File: src/sv/stp_pkg.sv
// ----------------------------------------------------------------------------
// stp_pkg
// Widths, register codes, reset values and control types of the stick to
// pointer delta unit.
// ----------------------------------------------------------------------------
package stp_pkg;

	localparam int STICK_W    = 8;
	localparam int DT_W       = 16;
	localparam int DZ_W       = 7;
	localparam int SENS_W     = 24;
	localparam int RATIO_W    = 17;
	localparam int FRAC_W     = 16;
	localparam int REM_W      = FRAC_W + 1;
	localparam int DELTA_W    = 16;
	localparam int INCR_SHIFT = 24;
	localparam int P1_W       = SENS_W + DT_W;
	localparam int P2_W       = P1_W + RATIO_W;
	localparam int INCR_W     = P2_W - INCR_SHIFT;
	localparam int SUM_W      = INCR_W + 2;
	localparam int WHOLE_W    = SUM_W - FRAC_W;

	localparam int IN_DATA_W  = 2 * STICK_W + DT_W;
	localparam int OUT_DATA_W = 2 * DELTA_W;
	localparam int CFG_IDX_W  = 2;
	localparam int CFG_DATA_W = SENS_W;

	localparam logic [CFG_IDX_W-1:0] REG_DEAD_ZONE = 2'd0;
	localparam logic [CFG_IDX_W-1:0] REG_SENS_X    = 2'd1;
	localparam logic [CFG_IDX_W-1:0] REG_SENS_Y    = 2'd2;

	localparam logic [DZ_W-1:0]   DZ_RESET   = 7'd8;
	localparam logic [SENS_W-1:0] SENS_RESET = 24'd256000;

	localparam logic [RATIO_W-1:0] RATIO_MAX = {RATIO_W{1'b1}};
	localparam logic [DELTA_W-1:0] DELTA_MAX = {1'b0, {(DELTA_W-1){1'b1}}};
	localparam logic [DELTA_W-1:0] DELTA_MIN = {1'b1, {(DELTA_W-1){1'b0}}};

	typedef logic [DELTA_W-1:0] delta_t;

	typedef struct packed {
		logic load;
		logic div_step;
		logic mul1_step;
		logic mul2_load;
		logic mul2_step;
		logic finish;
	} stp_ctrl_t;

endpackage

File: src/sv/stick_to_pointer_delta_unit.sv
// ----------------------------------------------------------------------------
// stick_to_pointer_delta_unit
// Stick positions and frame time in, whole pointer movement per axis out.
// ----------------------------------------------------------------------------
// A request runs through the divide, multiplier load, multiply and finish
// states before its result is valid. A new request is taken only when idle,
// after the 17-step divide and 17-step ratio multiply (one bit per cycle each).
// The output register holds a result while the next request is taken.
// Reset clears remainders and the output valid flag, and loads register defaults.
module stick_to_pointer_delta_unit #(
	parameter int HALF_RANGE = 128
) (
	input  logic                               clk,
	input  logic                               arst_n,
	input  logic                               s_axis_tvalid,
	output logic                               s_axis_tready,
	// [7:0] stick_x, [15:8] stick_y, [31:16] frame_time
	input  logic [stp_pkg::IN_DATA_W-1:0]      s_axis_tdata,
	output logic                               m_axis_tvalid,
	input  logic                               m_axis_tready,
	// [15:0] delta_x, [31:16] delta_y
	output logic [stp_pkg::OUT_DATA_W-1:0]     m_axis_tdata,
	input  logic                               cfg_valid,
	output logic                               cfg_ready,
	input  logic [stp_pkg::CFG_IDX_W-1:0]      cfg_index,
	input  logic [stp_pkg::CFG_DATA_W-1:0]     cfg_data
);

	localparam int CNT_W = $clog2(stp_pkg::RATIO_W);
	localparam logic [CNT_W-1:0] CNT_LAST = CNT_W'(stp_pkg::RATIO_W - 1);
	localparam logic [CNT_W-1:0] CNT_DT   = CNT_W'(stp_pkg::DT_W);

	localparam logic [2:0] S_IDLE = 3'd0;
	localparam logic [2:0] S_DIV  = 3'd1;
	localparam logic [2:0] S_MLD  = 3'd2;
	localparam logic [2:0] S_MUL  = 3'd3;
	localparam logic [2:0] S_FIN  = 3'd4;

	logic [2:0]                     state_q;
	logic [CNT_W-1:0]               cnt_q;
	logic [stp_pkg::DZ_W-1:0]       dead_zone_q;
	logic [stp_pkg::SENS_W-1:0]     sens_x_q;
	logic [stp_pkg::SENS_W-1:0]     sens_y_q;
	logic                           out_valid_q;
	logic [stp_pkg::OUT_DATA_W-1:0] out_data_q;
	logic                           s_accept;
	logic                           m_accept;
	logic                           out_free;
	stp_pkg::stp_ctrl_t             ctrl;
	stp_pkg::delta_t                delta_x;
	stp_pkg::delta_t                delta_y;

	assign cfg_ready     = 1'b1;
	assign s_axis_tready = state_q == S_IDLE;
	assign s_accept      = s_axis_tvalid && s_axis_tready;
	assign m_accept      = m_axis_tvalid && m_axis_tready;
	assign out_free      = !out_valid_q || m_axis_tready;
	assign m_axis_tvalid = out_valid_q;
	assign m_axis_tdata  = out_data_q;

	assign ctrl.load      = s_accept;
	assign ctrl.div_step  = state_q == S_DIV;
	assign ctrl.mul1_step = (state_q == S_DIV) && (cnt_q < CNT_DT);
	assign ctrl.mul2_load = state_q == S_MLD;
	assign ctrl.mul2_step = state_q == S_MUL;
	assign ctrl.finish    = (state_q == S_FIN) && out_free;

	always_ff @(posedge clk or negedge arst_n) begin
		if (!arst_n) begin
			dead_zone_q <= stp_pkg::DZ_RESET;
			sens_x_q    <= stp_pkg::SENS_RESET;
			sens_y_q    <= stp_pkg::SENS_RESET;
		end else if (cfg_valid) begin
			unique case (cfg_index)
				stp_pkg::REG_DEAD_ZONE: dead_zone_q <= cfg_data[stp_pkg::DZ_W-1:0];
				stp_pkg::REG_SENS_X:    sens_x_q    <= cfg_data;
				stp_pkg::REG_SENS_Y:    sens_y_q    <= cfg_data;
				default: begin
					// drop writes to unmapped indexes
				end
			endcase
		end
	end

	always_ff @(posedge clk or negedge arst_n) begin
		if (!arst_n) begin
			state_q <= S_IDLE;
			cnt_q   <= '0;
		end else begin
			unique case (state_q)
				S_IDLE: begin
					if (s_accept) begin
						state_q <= S_DIV;
						cnt_q   <= '0;
					end
				end
				S_DIV: begin
					if (cnt_q == CNT_LAST) begin
						state_q <= S_MLD;
					end else begin
						cnt_q <= cnt_q + 1'b1;
					end
				end
				S_MLD: begin
					state_q <= S_MUL;
					cnt_q   <= '0;
				end
				S_MUL: begin
					if (cnt_q == CNT_LAST) begin
						state_q <= S_FIN;
					end else begin
						cnt_q <= cnt_q + 1'b1;
					end
				end
				S_FIN: begin
					// hold until the output register can take the result
					if (out_free) begin
						state_q <= S_IDLE;
					end
				end
				default: begin
					state_q <= S_IDLE;
				end
			endcase
		end
	end

	always_ff @(posedge clk or negedge arst_n) begin
		if (!arst_n) begin
			out_valid_q <= 1'b0;
		end else if (ctrl.finish) begin
			out_valid_q <= 1'b1;
		end else if (m_accept) begin
			out_valid_q <= 1'b0;
		end
	end

	always_ff @(posedge clk) begin
		if (ctrl.finish) begin
			out_data_q <= {delta_y, delta_x};
		end
	end

	stp_axis #(
		.HALF_RANGE(HALF_RANGE)
	) u_axis_x (
		.clk        (clk),
		.arst_n     (arst_n),
		.ctrl       (ctrl),
		.stick      (s_axis_tdata[stp_pkg::STICK_W-1:0]),
		.frame_time (s_axis_tdata[stp_pkg::IN_DATA_W-1:2*stp_pkg::STICK_W]),
		.dead_zone  (dead_zone_q),
		.sensitivity(sens_x_q),
		.delta      (delta_x)
	);

	stp_axis #(
		.HALF_RANGE(HALF_RANGE)
	) u_axis_y (
		.clk        (clk),
		.arst_n     (arst_n),
		.ctrl       (ctrl),
		.stick      (s_axis_tdata[2*stp_pkg::STICK_W-1:stp_pkg::STICK_W]),
		.frame_time (s_axis_tdata[stp_pkg::IN_DATA_W-1:2*stp_pkg::STICK_W]),
		.dead_zone  (dead_zone_q),
		.sensitivity(sens_y_q),
		.delta      (delta_y)
	);

endmodule

File: src/sv/stp_smul.sv
// ----------------------------------------------------------------------------
// stp_smul
// Shift-add multiplier: one multiplier bit per step, product shifts right.
// ----------------------------------------------------------------------------
module stp_smul #(
	parameter int MC_W = 24,
	parameter int ML_W = 16
) (
	input  logic                   clk,
	input  logic                   load,
	input  logic                   step,
	input  logic [MC_W-1:0]        mcand,
	input  logic [ML_W-1:0]        mplier,
	output logic [MC_W+ML_W-1:0]   product
);

	logic [MC_W-1:0] mc_q;
	logic [MC_W-1:0] hi_q;
	logic [ML_W-1:0] lo_q;
	logic [MC_W:0]   sum;

	assign sum     = {1'b0, hi_q} + (lo_q[0] ? {1'b0, mc_q} : '0);
	assign product = {hi_q, lo_q};

	always_ff @(posedge clk) begin
		if (load) begin
			mc_q <= mcand;
			hi_q <= '0;
			lo_q <= mplier;
		end else if (step) begin
			hi_q <= sum[MC_W:1];
			lo_q <= {sum[0], lo_q[ML_W-1:1]};
		end
	end

endmodule

File: src/sv/stp_div.sv
// ----------------------------------------------------------------------------
// stp_div
// Restoring divider for the push ratio: one quotient bit per step, MSB first.
// ----------------------------------------------------------------------------
module stp_div #(
	parameter int DEN_W = 8
) (
	input  logic                        clk,
	input  logic                        load,
	input  logic                        step,
	input  logic [DEN_W-1:0]            num,
	input  logic [DEN_W-1:0]            den,
	input  logic                        sat,
	output logic [stp_pkg::RATIO_W-1:0] ratio
);

	logic [DEN_W:0]                r_q;
	logic [DEN_W-1:0]              d_q;
	logic [stp_pkg::RATIO_W-1:0]   q_q;
	logic                          sat_q;
	logic [DEN_W:0]                diff;
	logic [DEN_W:0]                rsel;
	logic                          ge;

	assign ge    = r_q >= {1'b0, d_q};
	assign diff  = r_q - {1'b0, d_q};
	assign rsel  = ge ? diff : r_q;
	assign ratio = sat_q ? stp_pkg::RATIO_MAX : q_q;

	always_ff @(posedge clk) begin
		if (load) begin
			r_q   <= {1'b0, num};
			d_q   <= den;
			q_q   <= '0;
			sat_q <= sat;
		end else if (step) begin
			// partial remainder stays below the divisor, so the top bit drops out
			r_q <= {rsel[DEN_W-1:0], 1'b0};
			q_q <= {q_q[stp_pkg::RATIO_W-2:0], ge};
		end
	end

endmodule

File: src/sv/stp_axis.sv
// ----------------------------------------------------------------------------
// stp_axis
// One axis: centering, dead zone, serial ratio and rate product, remainder
// accumulation with truncation toward zero and saturation.
// ----------------------------------------------------------------------------
module stp_axis #(
	parameter int HALF_RANGE = 128
) (
	input  logic                           clk,
	input  logic                           arst_n,
	input  stp_pkg::stp_ctrl_t             ctrl,
	input  logic [stp_pkg::STICK_W-1:0]    stick,
	input  logic [stp_pkg::DT_W-1:0]       frame_time,
	input  logic [stp_pkg::DZ_W-1:0]       dead_zone,
	input  logic [stp_pkg::SENS_W-1:0]     sensitivity,
	output stp_pkg::delta_t                delta
);

	localparam int MAG_W = $clog2(((HALF_RANGE > 255) ? HALF_RANGE : 255) + 1);
	localparam logic [MAG_W-1:0] HR_V = MAG_W'(HALF_RANGE);

	logic [MAG_W-1:0] raw_ext;
	logic [MAG_W-1:0] dz_ext;
	logic [MAG_W-1:0] mag;
	logic [MAG_W-1:0] den;
	logic [MAG_W-1:0] num;
	logic             neg;
	logic             rest;
	logic             sat;
	logic             neg_q;
	logic             rest_q;

	logic [stp_pkg::RATIO_W-1:0] ratio;
	logic [stp_pkg::P1_W-1:0]    p1;
	logic [stp_pkg::P2_W-1:0]    p2;
	logic [stp_pkg::INCR_W-1:0]  incr;
	logic [stp_pkg::SUM_W-1:0]   incr_ext;
	logic [stp_pkg::SUM_W-1:0]   incr_s;
	logic [stp_pkg::SUM_W-1:0]   rem_ext;
	logic [stp_pkg::SUM_W-1:0]   sum;
	logic [stp_pkg::WHOLE_W-1:0] whole;
	logic                        adj;
	logic                        ovf;
	logic [stp_pkg::REM_W-1:0]   rem_q;
	logic [stp_pkg::REM_W-1:0]   rem_next;

	// centering and dead zone, evaluated on the request cycle
	assign raw_ext = MAG_W'(stick);
	assign dz_ext  = MAG_W'(dead_zone);
	assign neg     = raw_ext < HR_V;
	assign mag     = neg ? (HR_V - raw_ext) : (raw_ext - HR_V);
	assign rest    = mag <= dz_ext;
	assign den     = HR_V - dz_ext;
	assign num     = mag - dz_ext;
	// ratio of two or more, or a divisor at or below zero, pins the ratio
	assign sat     = !(HR_V > dz_ext) || ({1'b0, num} >= {den, 1'b0});

	always_ff @(posedge clk) begin
		if (ctrl.load) begin
			neg_q  <= neg;
			rest_q <= rest;
		end
	end

	stp_div #(
		.DEN_W(MAG_W)
	) u_div (
		.clk  (clk),
		.load (ctrl.load),
		.step (ctrl.div_step),
		.num  (num),
		.den  (den),
		.sat  (sat),
		.ratio(ratio)
	);

	// sensitivity times frame time runs alongside the divide
	stp_smul #(
		.MC_W(stp_pkg::SENS_W),
		.ML_W(stp_pkg::DT_W)
	) u_mul_rate (
		.clk    (clk),
		.load   (ctrl.load),
		.step   (ctrl.mul1_step),
		.mcand  (sensitivity),
		.mplier (frame_time),
		.product(p1)
	);

	stp_smul #(
		.MC_W(stp_pkg::P1_W),
		.ML_W(stp_pkg::RATIO_W)
	) u_mul_ratio (
		.clk    (clk),
		.load   (ctrl.mul2_load),
		.step   (ctrl.mul2_step),
		.mcand  (p1),
		.mplier (ratio),
		.product(p2)
	);

	assign incr     = p2[stp_pkg::P2_W-1 -: stp_pkg::INCR_W];
	assign incr_ext = stp_pkg::SUM_W'(incr);
	assign incr_s   = neg_q ? (~incr_ext + 1'b1) : incr_ext;
	assign rem_ext  = {{(stp_pkg::SUM_W-stp_pkg::REM_W){rem_q[stp_pkg::REM_W-1]}}, rem_q};
	assign sum      = rem_ext + incr_s;

	// truncate toward zero: a negative sum with a fraction rounds its whole part up
	assign adj   = sum[stp_pkg::SUM_W-1] & (|sum[stp_pkg::FRAC_W-1:0]);
	assign whole = sum[stp_pkg::SUM_W-1:stp_pkg::FRAC_W] + stp_pkg::WHOLE_W'(adj);
	assign ovf   = !((&whole[stp_pkg::WHOLE_W-1:stp_pkg::DELTA_W-1]) ||
		!(|whole[stp_pkg::WHOLE_W-1:stp_pkg::DELTA_W-1]));

	always_comb begin
		if (rest_q) begin
			delta    = '0;
			rem_next = '0;
		end else begin
			rem_next = {adj, sum[stp_pkg::FRAC_W-1:0]};
			if (ovf) begin
				delta = whole[stp_pkg::WHOLE_W-1] ? stp_pkg::DELTA_MIN : stp_pkg::DELTA_MAX;
			end else begin
				delta = whole[stp_pkg::DELTA_W-1:0];
			end
		end
	end

	always_ff @(posedge clk or negedge arst_n) begin
		if (!arst_n) begin
			rem_q <= '0;
		end else if (ctrl.finish) begin
			rem_q <= rem_next;
		end
	end

endmodule

File: config.mk
export PLATFORM = sky130hd
export DESIGN_NAME = stick_to_pointer_delta_unit
export DESIGN_NICKNAME = d
export VERILOG_FILES = /design/src/sv/stp_pkg.sv /design/src/sv/stick_to_pointer_delta_unit.sv /design/src/sv/stp_smul.sv /design/src/sv/stp_div.sv /design/src/sv/stp_axis.sv
export SDC_FILE = /design/constraint.sdc
export NUM_CORES = 1
export LEC_CHECK = 0
export ABC_CLOCK_PERIOD_IN_PS = 10200
export BUFFER_PORTS_ARGS = -buffer_cell sky130_fd_sc_hd__buf_2
export CAP_MARGIN = 30
export CORE_ASPECT_RATIO = 0.8
export CORE_MARGIN = 8
export CORE_UTILIZATION = 45
export DETAILED_ROUTE_END_ITERATION = 10
export GPL_TIMING_DRIVEN = 0
export SLEW_MARGIN = 5
export SYNTH_ARGS = -nofsm -noshare
export SYNTH_HDL_FRONTEND = slang
export SYNTH_SLANG_ARGS = --single-unit
File: constraint.sdc
create_clock -name clk -period 10.2 [get_ports clk]
set_clock_uncertainty 0.05 [all_clocks]
set_input_delay 1.02 -clock clk [delete_from_list [all_inputs] [get_ports clk]]
set_output_delay 1.02 -clock clk [all_outputs]
set_load 0.1 [all_outputs]
* Yosys cells after proc, flatten, opt, wreduce, memory -nomap -nowiden
Cells that the tools add are included.
Operators by class: add/subtract/negate cells 20, magnitude comparators 10, equal/unequal tests 12, multiplexer cells 40, bitwise logic cells 4, reductions and logical operators 32
Operator list (count):
- 17-bit 2-to-1 mux | 8
- 16-bit 2-to-1 mux | 8
- 40-bit by 41-bit adder with 41-bit output | 2
- 40-bit 2-to-1 mux | 2
- 35-bit by 1-bit adder with 35-bit output (second input constant) | 2
- 35-bit adder | 2
- 35-bit 2-to-1 mux | 2
- 33-bit NOT with 35-bit output | 2
- 8-bit 2-to-1 mux | 8
- 24-bit by 25-bit adder with 25-bit output | 2
- 24-bit 2-to-1 mux | 2
- 19-bit by 1-bit adder with 19-bit output | 2
- 16-bit OR reduction | 2
- 8-bit by 9-bit greater-or-equal comparator with 1-bit output | 2
- 9-bit by 8-bit greater-or-equal comparator with 1-bit output | 2
- 8-bit by 7-bit <= comparator with 1-bit output | 2
- 8-bit < comparator (second input constant) | 2
- 8-bit by 7-bit subtractor with 8-bit output | 2
- 8-bit subtractor | 2
- 8-bit subtractor (first input constant) | 2
- 8-bit subtractor (second input constant) | 2
- 3-bit case mux with 5 select lines | 1
- 5-bit case mux with 3 select lines | 1
- 3-bit 2-to-1 mux | 4
- 27 further kinds | 52
Storage, ports and cells: bits in registers 518, bits of input ports 63, output and inout bits 35, logic and storage cells 153

* Logic depth before layout (Yosys ltp)
Gate-level depths: netlist of run 1.
depth after elaboration 11, mapped depth 32, depth with buffers taken out 29

* Modules after synthesis
A second synthesis of run 1 with hierarchy kept.
Second synthesis, totals: cells, all modules 3734, area total of the unflattened synthesis 35688.0 sq um
By module, submodules not included:
- stp_smul (u_axis_x.u_mul_rate ...) | instances 2, cells each 332, area each 3607.2 sq um, seq. area each 1681.6 sq um
- stp_smul (u_axis_y.u_mul_ratio) | instances 1, cells each 569, area each 5711.7 sq um, seq. area each 2512.4 sq um
- stp_smul (u_axis_x.u_mul_ratio) | instances 1, cells each 570, area each 5666.7 sq um, seq. area each 2512.4 sq um
- stp_axis (u_axis_x) | instances 1, cells each 667, area each 4815.9 sq um, seq. area each 485.5 sq um
- stp_axis (u_axis_y) | instances 1, cells each 662, area each 4812.1 sq um, seq. area each 485.5 sq um
- stp_div | instances 2, cells each 201, area each 1954.4 sq um, seq. area each 870.8 sq um
- stick_to_pointer_delta_unit | instances 1, cells each 200, area each 3558.4 sq um, seq. area each 2578.7 sq um

* Worst setup path before layout of run 1
Ideal clock, no wire load.
path kind reg2reg, start reg u_axis_y.u_mul_ratio.hi_q[21], end reg out_data_q (netlist bit m_axis_tdata[26]), data pin, library setup time 0.258 ns, arrival time 7.318 ns, required time 9.892 ns, path slack 2.574 ns, stages on the path, launching flop included 30, buffers on the path 2, period minus slack after synthesis 7.626 ns, cells stage by stage dfxtp_1 -> or4_4 -> or3_4 -> or4_1 -> or2_1 -> or3_1 -> or2_2 -> o21ai_0 -> xnor2_1 -> ha_1 -> a21o_1 -> a21o_1 -> a31o_2 -> o311ai_0 -> o21ai_0 -> o21a_1 -> nor2_1 -> xnor2_1 -> a31oi_1 -> ha_1 -> ha_1 -> and3_1 -> nand3_1 -> or2_2 -> clkbuf_1 -> nor4_1 -> xor2_1 -> o41ai_4 -> buf_6 -> o21ai_2
On the way: cells in the longest elaborated chain, start to end 11, elaborated cells on any way between the ends 13, classes of those cells 3 x add/sub; 3 x mux; 2 x bitwise; 5 x reduce/logical
Ends and longest elaborated chain:
- from (decl) | RTL line stp_smul.sv:18 | logic [MC_W-1:0] hi_q;
- from (signal assigned) | RTL line stp_smul.sv:31 | hi_q <= sum[MC_W:1];
- 33-bit NOT with 35-bit output | RTL line stp_axis.sv:104 | assign incr_s = neg_q ? (~incr_ext + 1'b1) : incr_ext;
- 35-bit by 1-bit adder with 35-bit output | RTL line stp_axis.sv:104
- 35-bit 2-to-1 mux (*) | RTL line stp_axis.sv:104
- 35-bit adder (*) | RTL line stp_axis.sv:106 | assign sum = rem_ext + incr_s;
- 16-bit OR reduction | RTL line stp_axis.sv:109 | assign adj = sum[stp_pkg::SUM_W-1] & (|sum[stp_pkg::FRAC_W-1:0]);
- 1-bit AND | RTL line stp_axis.sv:109
- 19-bit by 1-bit adder with 19-bit output (*) | RTL line stp_axis.sv:110 | assign whole = sum[stp_pkg::SUM_W-1:stp_pkg::FRAC_W] + stp_pkg::WHOLE_W'(adj);
- 4-bit OR reduction | RTL line stp_axis.sv:112 | !(|whole[stp_pkg::WHOLE_W-1:stp_pkg::DELTA_W-1]));
- 1-bit logical NOT | RTL line stp_axis.sv:112
- 1-bit logical OR | RTL line stp_axis.sv:111 | assign ovf = !((&whole[stp_pkg::WHOLE_W-1:stp_pkg::DELTA_W-1]) ||
- 16-bit 2-to-1 mux (*) | RTL line stp_axis.sv:120 | if (ovf) begin
- to (signal assigned) | RTL line stick_to_pointer_delta_unit.sv:140 | out_data_q <= {delta_y, delta_x};
- to (decl) | RTL line stick_to_pointer_delta_unit.sv:45 | logic [stp_pkg::OUT_DATA_W-1:0] out_data_q;
Mark *: on every way between the ends. The rest lies on a longest branch, timed or not. A chain may end at the register's enable or synchronous reset.

* Worst setup path in the final report of run 1
start reg u_axis_x.u_mul_ratio.hi_q[7], end reg out_data_q (netlist bit m_axis_tdata[11]), data pin
On the way: cells in the longest elaborated chain, start to end 11, elaborated cells on any way between the ends 13, classes of those cells 3 x add/sub; 3 x mux; 2 x bitwise; 5 x reduce/logical
Ends and longest elaborated chain (RTL line):
- from (decl) | stp_smul.sv:18
- from (signal assigned) | stp_smul.sv:31
- 33-bit NOT with 35-bit output | stp_axis.sv:104
- 35-bit by 1-bit adder with 35-bit output | stp_axis.sv:104
- 35-bit 2-to-1 mux (*) | stp_axis.sv:104
- 35-bit adder (*) | stp_axis.sv:106
- 16-bit OR reduction | stp_axis.sv:109
- 1-bit AND | stp_axis.sv:109
- 19-bit by 1-bit adder with 19-bit output (*) | stp_axis.sv:110
- 4-bit OR reduction | stp_axis.sv:112
- 1-bit logical NOT | stp_axis.sv:112
- 1-bit logical OR | stp_axis.sv:111
- 16-bit 2-to-1 mux (*) | stp_axis.sv:120
Marks and branches as above.

==> out/qor.csv, run 1 <==
metric;value;unit
mean area per synthesized cell;9.43;um^2
vias;25000;
FMAX;0.112;GHz
WP data arrival;9.22;ns
sequential fraction of the synthesis area;0.419;
worst reg2reg endpoint;m_axis_tdata[11];
die area;0.0802;mm^2
final net count;3889;
Final Hold Fails;0;
Post-Route WL;82400;um
WP buf/inv;5;
cell accounting for the most synthesized area;edfxtp_1;
Pwr per Cell Area;301;mW/mm^2
Critical Path Slowest Stage Cell;or4_1;
clock buffer count from CTS;56;
CTS H-tree lvls;2;
fin worst setup slack;1.26;ns
final core occ;0.508;
port bufs;94;
Clock Tree Root;clkbuf_16;
top cells by count, synth;nand2_1 (398), edfxtp_1 (256), o21ai_0 (254);
Rows;87;
clk slew on worst S/H paths;0.06;ns
WHS;0.273;ns
Post-Place Setup Slack;1.20;ns
minimum clock period;8.94;ns
crit path max fanout;10;
Routability Congestion;0.891;
CP Class;reg -> reg;
initial antenna violation count;10;
Yosys reg bits;518;
crit share post-route;0.876;
Post-Syn Instances;3403;
Worst Hold Class;in -> async;
setup_tns;0;ns
DR vias/cell;5.50;
Area Overhead vs Synth;11.6;%
top-count cell post-synth;nand2_1;
Ys Warns;0;
Detailed Place HPWL;64100;um
I/O Pins;98;
grt total ovfl;0;
share of the synthesized area in the top cell type;0.240;
setup bufs post-CTS;0;
chip width;315;um
number of library cell types mapped by synthesis;89;
CP top delay family;simple AND/OR/NAND/NOR gates;
antenna viol nets, final;0;
kind of start point of the critical path;register;
hold_buf cts;0;
Core Footprint;0.0705;mm^2
largest net degree at the start of global routing;53;
clock latency on the worst-skew pair;0.64;ns
Synth area leaders;edfxtp_1 (24%), dfxtp_1 (10%), ha_1 (9.9%);
DR pass1 iterations;6;
Pins Over Slew Limit;0;
post-CTS sizing;0;
DR WL/cell;18.1;um
peak supply drop;0.000163;V
drt drc;0;
vias in the first global route;23400;
ys async rst share;0.189;
first-pass GRT wire length;130000;um
RSZ-0062 raised after global routing;false;
proportion of layout cells with a drive suffix above 1;0.0839;
clock sinks;518;
Iter 0 DRT Violations;1892;
worst-margin pin slew;0.945;ns
R2R setup slack;1.26;ns
R2R Path Start;u_axis_x.u_mul_ratio.hi_q[7];
Final setup viols;0;
count of flip-flops with a built-in enable after synthesis;256;
most used cell along the critical path;ha_1;
status;finished, final reports clean;
worst rel slew slack;0.370;
CP max stage delay;0.54;ns
crit end category;register;
Syn Nets;3729;
CTS tree;yes;
Synth Flop Type;edfxtp_1;
total global-route track usage;0.200;
max-cap violations;0;
post-synthesis cell area;0.0321;mm^2
R2R depth;32;
Die Ht;255;um
deepest clock path buffer count;3;
Starting Density;0.455;
LEAKAGE;15.1;nW
Worst EP required;10.49;ns
[cell type report]
type	count	area (um^2)
sequential	518	13400
antenna	5	12.5
clock inverter	41	430
fill	6677	34700
tap	934	1170
buffer	116	459
multi-input combinational	2655	17800
clock buffer	65	1470
timing repair buffer	102	637
inverter	114	429
[logic make-up after synthesis]
group,synth area share
AND/OR/NAND/NOR,0.176
AO/OA/AOI/OAI,0.176
flip-flops,0.419
XOR/XNOR,0.0767
adder cells (fa/ha/maj),0.105
buffers and inverters,0.0274
multiplexers,0.0195
other,0.000117
[stage by stage]
stage                     area (um^2)  std cells  power [W]
final                           35800       4550     0.0108
after global routing            35800       4545     0.0116
after CTS                       35800       4545     0.0108
after detailed placement        33900       4439    0.00867
after global placement          33700       4431    0.00859
after floorplan                 32100       3403    0.00731
[where the power goes]
| part | internal, W | leakage, nW | total, W | switching, W |
|---|---|---|---|---|
| registers | 0.00299 | 4.95 | 0.00352 | 0.000528 |
| clock network | 0.00118 | 0.930 | 0.00210 | 0.000920 |
| logic | 0.00207 | 9.22 | 0.00517 | 0.00309 |
[worst max path at each step]
| stage | start | slack [ns] | cells past startpoint | to |
|---|---|---|---|---|
| finish | u_axis_x.u_mul_ratio.hi_q[7] | 1.26 | 32 | m_axis_tdata[11] |
| global route | u_axis_x.u_mul_ratio.hi_q[7] | 0.43 | 32 | m_axis_tdata[9] |
| CTS | u_axis_x.u_mul_ratio.hi_q[7] | 1.19 | 32 | m_axis_tdata[0] |
| detailed placement | u_axis_x.u_mul_ratio.hi_q[7] | 1.20 | 32 | m_axis_tdata[0] |
| global placement | u_axis_x.u_mul_ratio.hi_q[7] | 0.79 | 31 | m_axis_tdata[0] |
| floorplan | u_axis_y.u_mul_ratio.hi_q[21] | 2.57 | 29 | m_axis_tdata[26] |
[layer usage]
layer | vias up | wire (um) | part of all wire | GRT usage
met5 | - | 53 | 0.00064 | 0
met3 | 109 | 5880 | 0.071 | 0.0453
met2 | 599 | 32700 | 0.40 | 0.287
met4 | 8 | 1830 | 0.022 | 0.0500
li1 | 12700 | - | - | -
met1 | 11600 | 42000 | 0.51 | 0.302
[cell usage in the layout (no fill, tap or decap), drive strengths merged, types with 122 or more instances in the layout]
cell type / n
a21oi: 235
and2: 142
clkbuf: 172
dfxtp: 164
edfxtp: 256
ha: 253
inv: 122
nand2: 398
nor2: 230
o21ai: 259
xnor2: 164
[flip-flops by register name, summed over array words and instances, names as in the netlist, 17 cells and up]
name	count
m_axis_tdata	32
sens_x_q	24
sens_y_q	24
u_axis_x.rem_q	17
u_axis_x.u_div.q_q	17
u_axis_x.u_mul_rate.hi_q	24
u_axis_x.u_mul_rate.mc_q	24
u_axis_x.u_mul_ratio.hi_q	40
u_axis_x.u_mul_ratio.lo_q	17
u_axis_x.u_mul_ratio.mc_q	40
u_axis_y.rem_q	17
u_axis_y.u_div.q_q	17
u_axis_y.u_mul_rate.hi_q	24
u_axis_y.u_mul_rate.mc_q	24
u_axis_y.u_mul_ratio.hi_q	40
u_axis_y.u_mul_ratio.lo_q	17
u_axis_y.u_mul_ratio.mc_q	40
[worst register-to-register path, delay by kind of cell, from the launching register on]
kind | cells | cell delay [ns]
compound gates | 10 | 2.77
simple gates | 10 | 2.76
buf+inv | 5 | 1.20
fa+ha+maj | 4 | 0.87
xor+xnor | 3 | 0.60
flops | 1 | 0.42
No activity file was read; power rests on OpenSTA's default activity.
==> run 2: changes to the inputs <==
Settings changed: CELL_PAD_IN_SITES_DETAIL_PLACEMENT set to 1, CELL_PAD_IN_SITES_GLOBAL_PLACEMENT set to 2, CORE_UTILIZATION 45 to 41, PLACE_DENSITY_LB_ADDON set to 0.1.
==> out/qor.csv, run 2 (same netlist as run 1, synthesis figures left out) <==
metric;value;unit;change
Core Footprint;0.0773;mm^2;was 0.0705 mm^2
DR pass1 iterations;5;;was 6
Clock Tree Root;clkbuf_16;;unchanged
RSZ-0062 raised after global routing;false;;unchanged
FMAX;0.109;GHz;was 0.112 GHz
proportion of layout cells with a drive suffix above 1;0.0815;;was 0.0839
LEAKAGE;15.1;nW;about the same
CTS H-tree lvls;2;;unchanged
I/O Pins;98;;unchanged
DR vias/cell;5.60;;was 5.50
setup_tns;0;ns;unchanged
post-CTS sizing;0;;unchanged
Final setup viols;0;;unchanged
CP max stage delay;0.54;ns;about the same
CP startpoint;u_axis_x.u_mul_ratio.hi_q[7];;unchanged
Routability Congestion;0.871;;was 0.891
largest net degree at the start of global routing;65;;was 53
vias in the first global route;26700;;was 23,400
total global-route track usage;0.215;;was 0.200
worst reg2reg endpoint;m_axis_tdata[13];;was m_axis_tdata[11]
Iter 0 DRT Violations;1731;;was 1,892
chip width;329;um;was 315 um
port bufs;94;;unchanged
Critical Path Slowest Stage Cell;or4_1;;unchanged
WP data arrival;9.45;ns;was 9.22 ns
worst rel slew slack;0.350;;was 0.370
initial antenna violation count;3;;was 10
die area;0.0875;mm^2;was 0.0802 mm^2
Pwr per Cell Area;307;mW/mm^2;was 301 mW/mm^2
commonest non-fill, non-tap cell in the layout;nand2_1;;unchanged
first-pass GRT wire length;152000;um;was 130,000 um
clock buffer count from CTS;55;;was 56
dpl cells;4525;;was 4,439
max-cap violations;0;;unchanged
Area Overhead vs Synth;11.7;%;was 11.6%
vias;25900;;was 25,000
critical path endpoint;m_axis_tdata[13];;was m_axis_tdata[11]
Starting Density;0.415;;was 0.455
post-route insts no fill;4630;;was 4,550
Pins Over Slew Limit;0;;unchanged
DR WL/cell;20.7;um;was 18.1 um
filler cell count;8817;;was 6,677
Worst Hold Class;in -> async;;unchanged
kind of start point of the critical path;register;;unchanged
status;finished, final reports clean;;unchanged
peak supply drop;0.000140;V;was 0.000163 V
Worst EP required;10.50;ns;was 10.49 ns
clock latency on the worst-skew pair;0.65;ns;was 0.64 ns
minimum clock period;9.15;ns;was 8.94 ns
most used cell along the critical path;ha_1;;unchanged
drt drc;0;;unchanged
crit end category;register;;unchanged
worst-margin pin slew;0.975;ns;was 0.945 ns
Final Hold Fails;0;;unchanged
clk slew on worst S/H paths;0.06;ns;about the same
R2R depth;31;;was 32
crit share post-route;0.897;;was 0.876
R2R setup slack;1.05;ns;was 1.26 ns
final net count;3886;;was 3,889
most frequent cells in the layout;nand2_1 (398), edfxtp_1 (256), o21ai_0 (254), ha_1 (253), a21oi_1 (234);;unchanged
deepest clock path buffer count;3;;unchanged
hold_buf cts;0;;unchanged
antenna viol nets, final;0;;unchanged
crit path max fanout;10;;unchanged
Detailed Place HPWL;75900;um;was 64,100 um
grt total ovfl;0;;unchanged
Rows;91;;was 87
setup bufs post-CTS;0;;unchanged
diode count;0;;was 5
clock sinks;518;;unchanged
Post-Route WL;95700;um;was 82,400 um
R2R Path Start;u_axis_x.u_mul_ratio.hi_q[7];;unchanged
CTS tree;yes;;unchanged
Die Ht;266;um;was 255 um
CP Class;reg -> reg;;unchanged
==> run 2: changes by cell type in the layout (fill, tap and decap cells not counted), sizes merged, moves of 3 or more <==
cell    change
buf         -3
clkbuf     +11
clkinv      -4
diode       -5
inv         -5
==> run 2: stage by stage <==
stage / total power, W / instance area, um^2 / util / worst slack, ns / hold slack, ns
after CTS: 0.0110 / 35800 / 0.464 / 0.773 / 0.304
after global routing: 0.0119 / 35900 / 0.464 / 0.341 / 0.345
after floorplan: 0.00731 / 32100 / - / 2.57 / 0.369
final: 0.0110 / 35900 / 0.464 / 1.05 / 0.320
after global placement: 0.00867 / 33800 / 0.438 / 1.02 / 0.377
after detailed placement: 0.00895 / 34000 / 0.440 / 0.835 / 0.376
==> run 2: worst min-delay path by stage <==
stage                                   end  slack (ns)  cells after the start
2_1_floorplan   u_axis_x.u_mul_rate.mc_q[0]        0.37                      0
3_3_place_gp   u_axis_x.u_mul_rate.mc_q[22]        0.38                      0
3_5_place_dp    u_axis_y.u_mul_rate.mc_q[1]        0.38                      0
4_1_cts                  u_axis_x.rem_q[16]        0.30                      1
5_1_grt                   u_axis_x.rem_q[8]        0.34                      1
6_report                 u_axis_x.rem_q[13]        0.32                      1
==> run 2: report_power, final <==
group | internal [W] | switching (W)
sequential | 0.00299 | 0.000575
clock | 0.00115 | 0.000894
combinational | 0.00209 | 0.00330
total | 0.00623 | 0.00476
==> run 2: worst max-delay path, delay by kind of cell, from the launching register on <==
kind	cells	cell delay, ns
adder cells (fa/ha/maj)	4	0.85
XOR/XNOR	3	0.62
buffers and inverters	5	1.34
AO/OA/AOI/OAI	9	2.30
flip-flops	1	0.39
AND/OR/NAND/NOR	10	3.30
==> run 2: layout make-up <==
class                           instances  area (um^2)  share of cell area
Clock inverter                         28          299             0.00834
Buffer                                116          459              0.0128
Timing Repair Buffer                  100          623              0.0174
Multi-Input combinational cell       2655        17800               0.496
Sequential cell                       518        13400               0.375
Inverter                              114          429              0.0120
Tap cell                             1023         1280              0.0357
Clock buffer                           76         1550              0.0431
==> run 2: routing by layer <==
metal	wire [um]	vias to the layer above	track usage
met4	1950	0	0.0486
met3	3710	114	0.0292
met5	0	-	0
li1	-	12600	-
met2	40400	438	0.326
met1	49700	12700	0.322
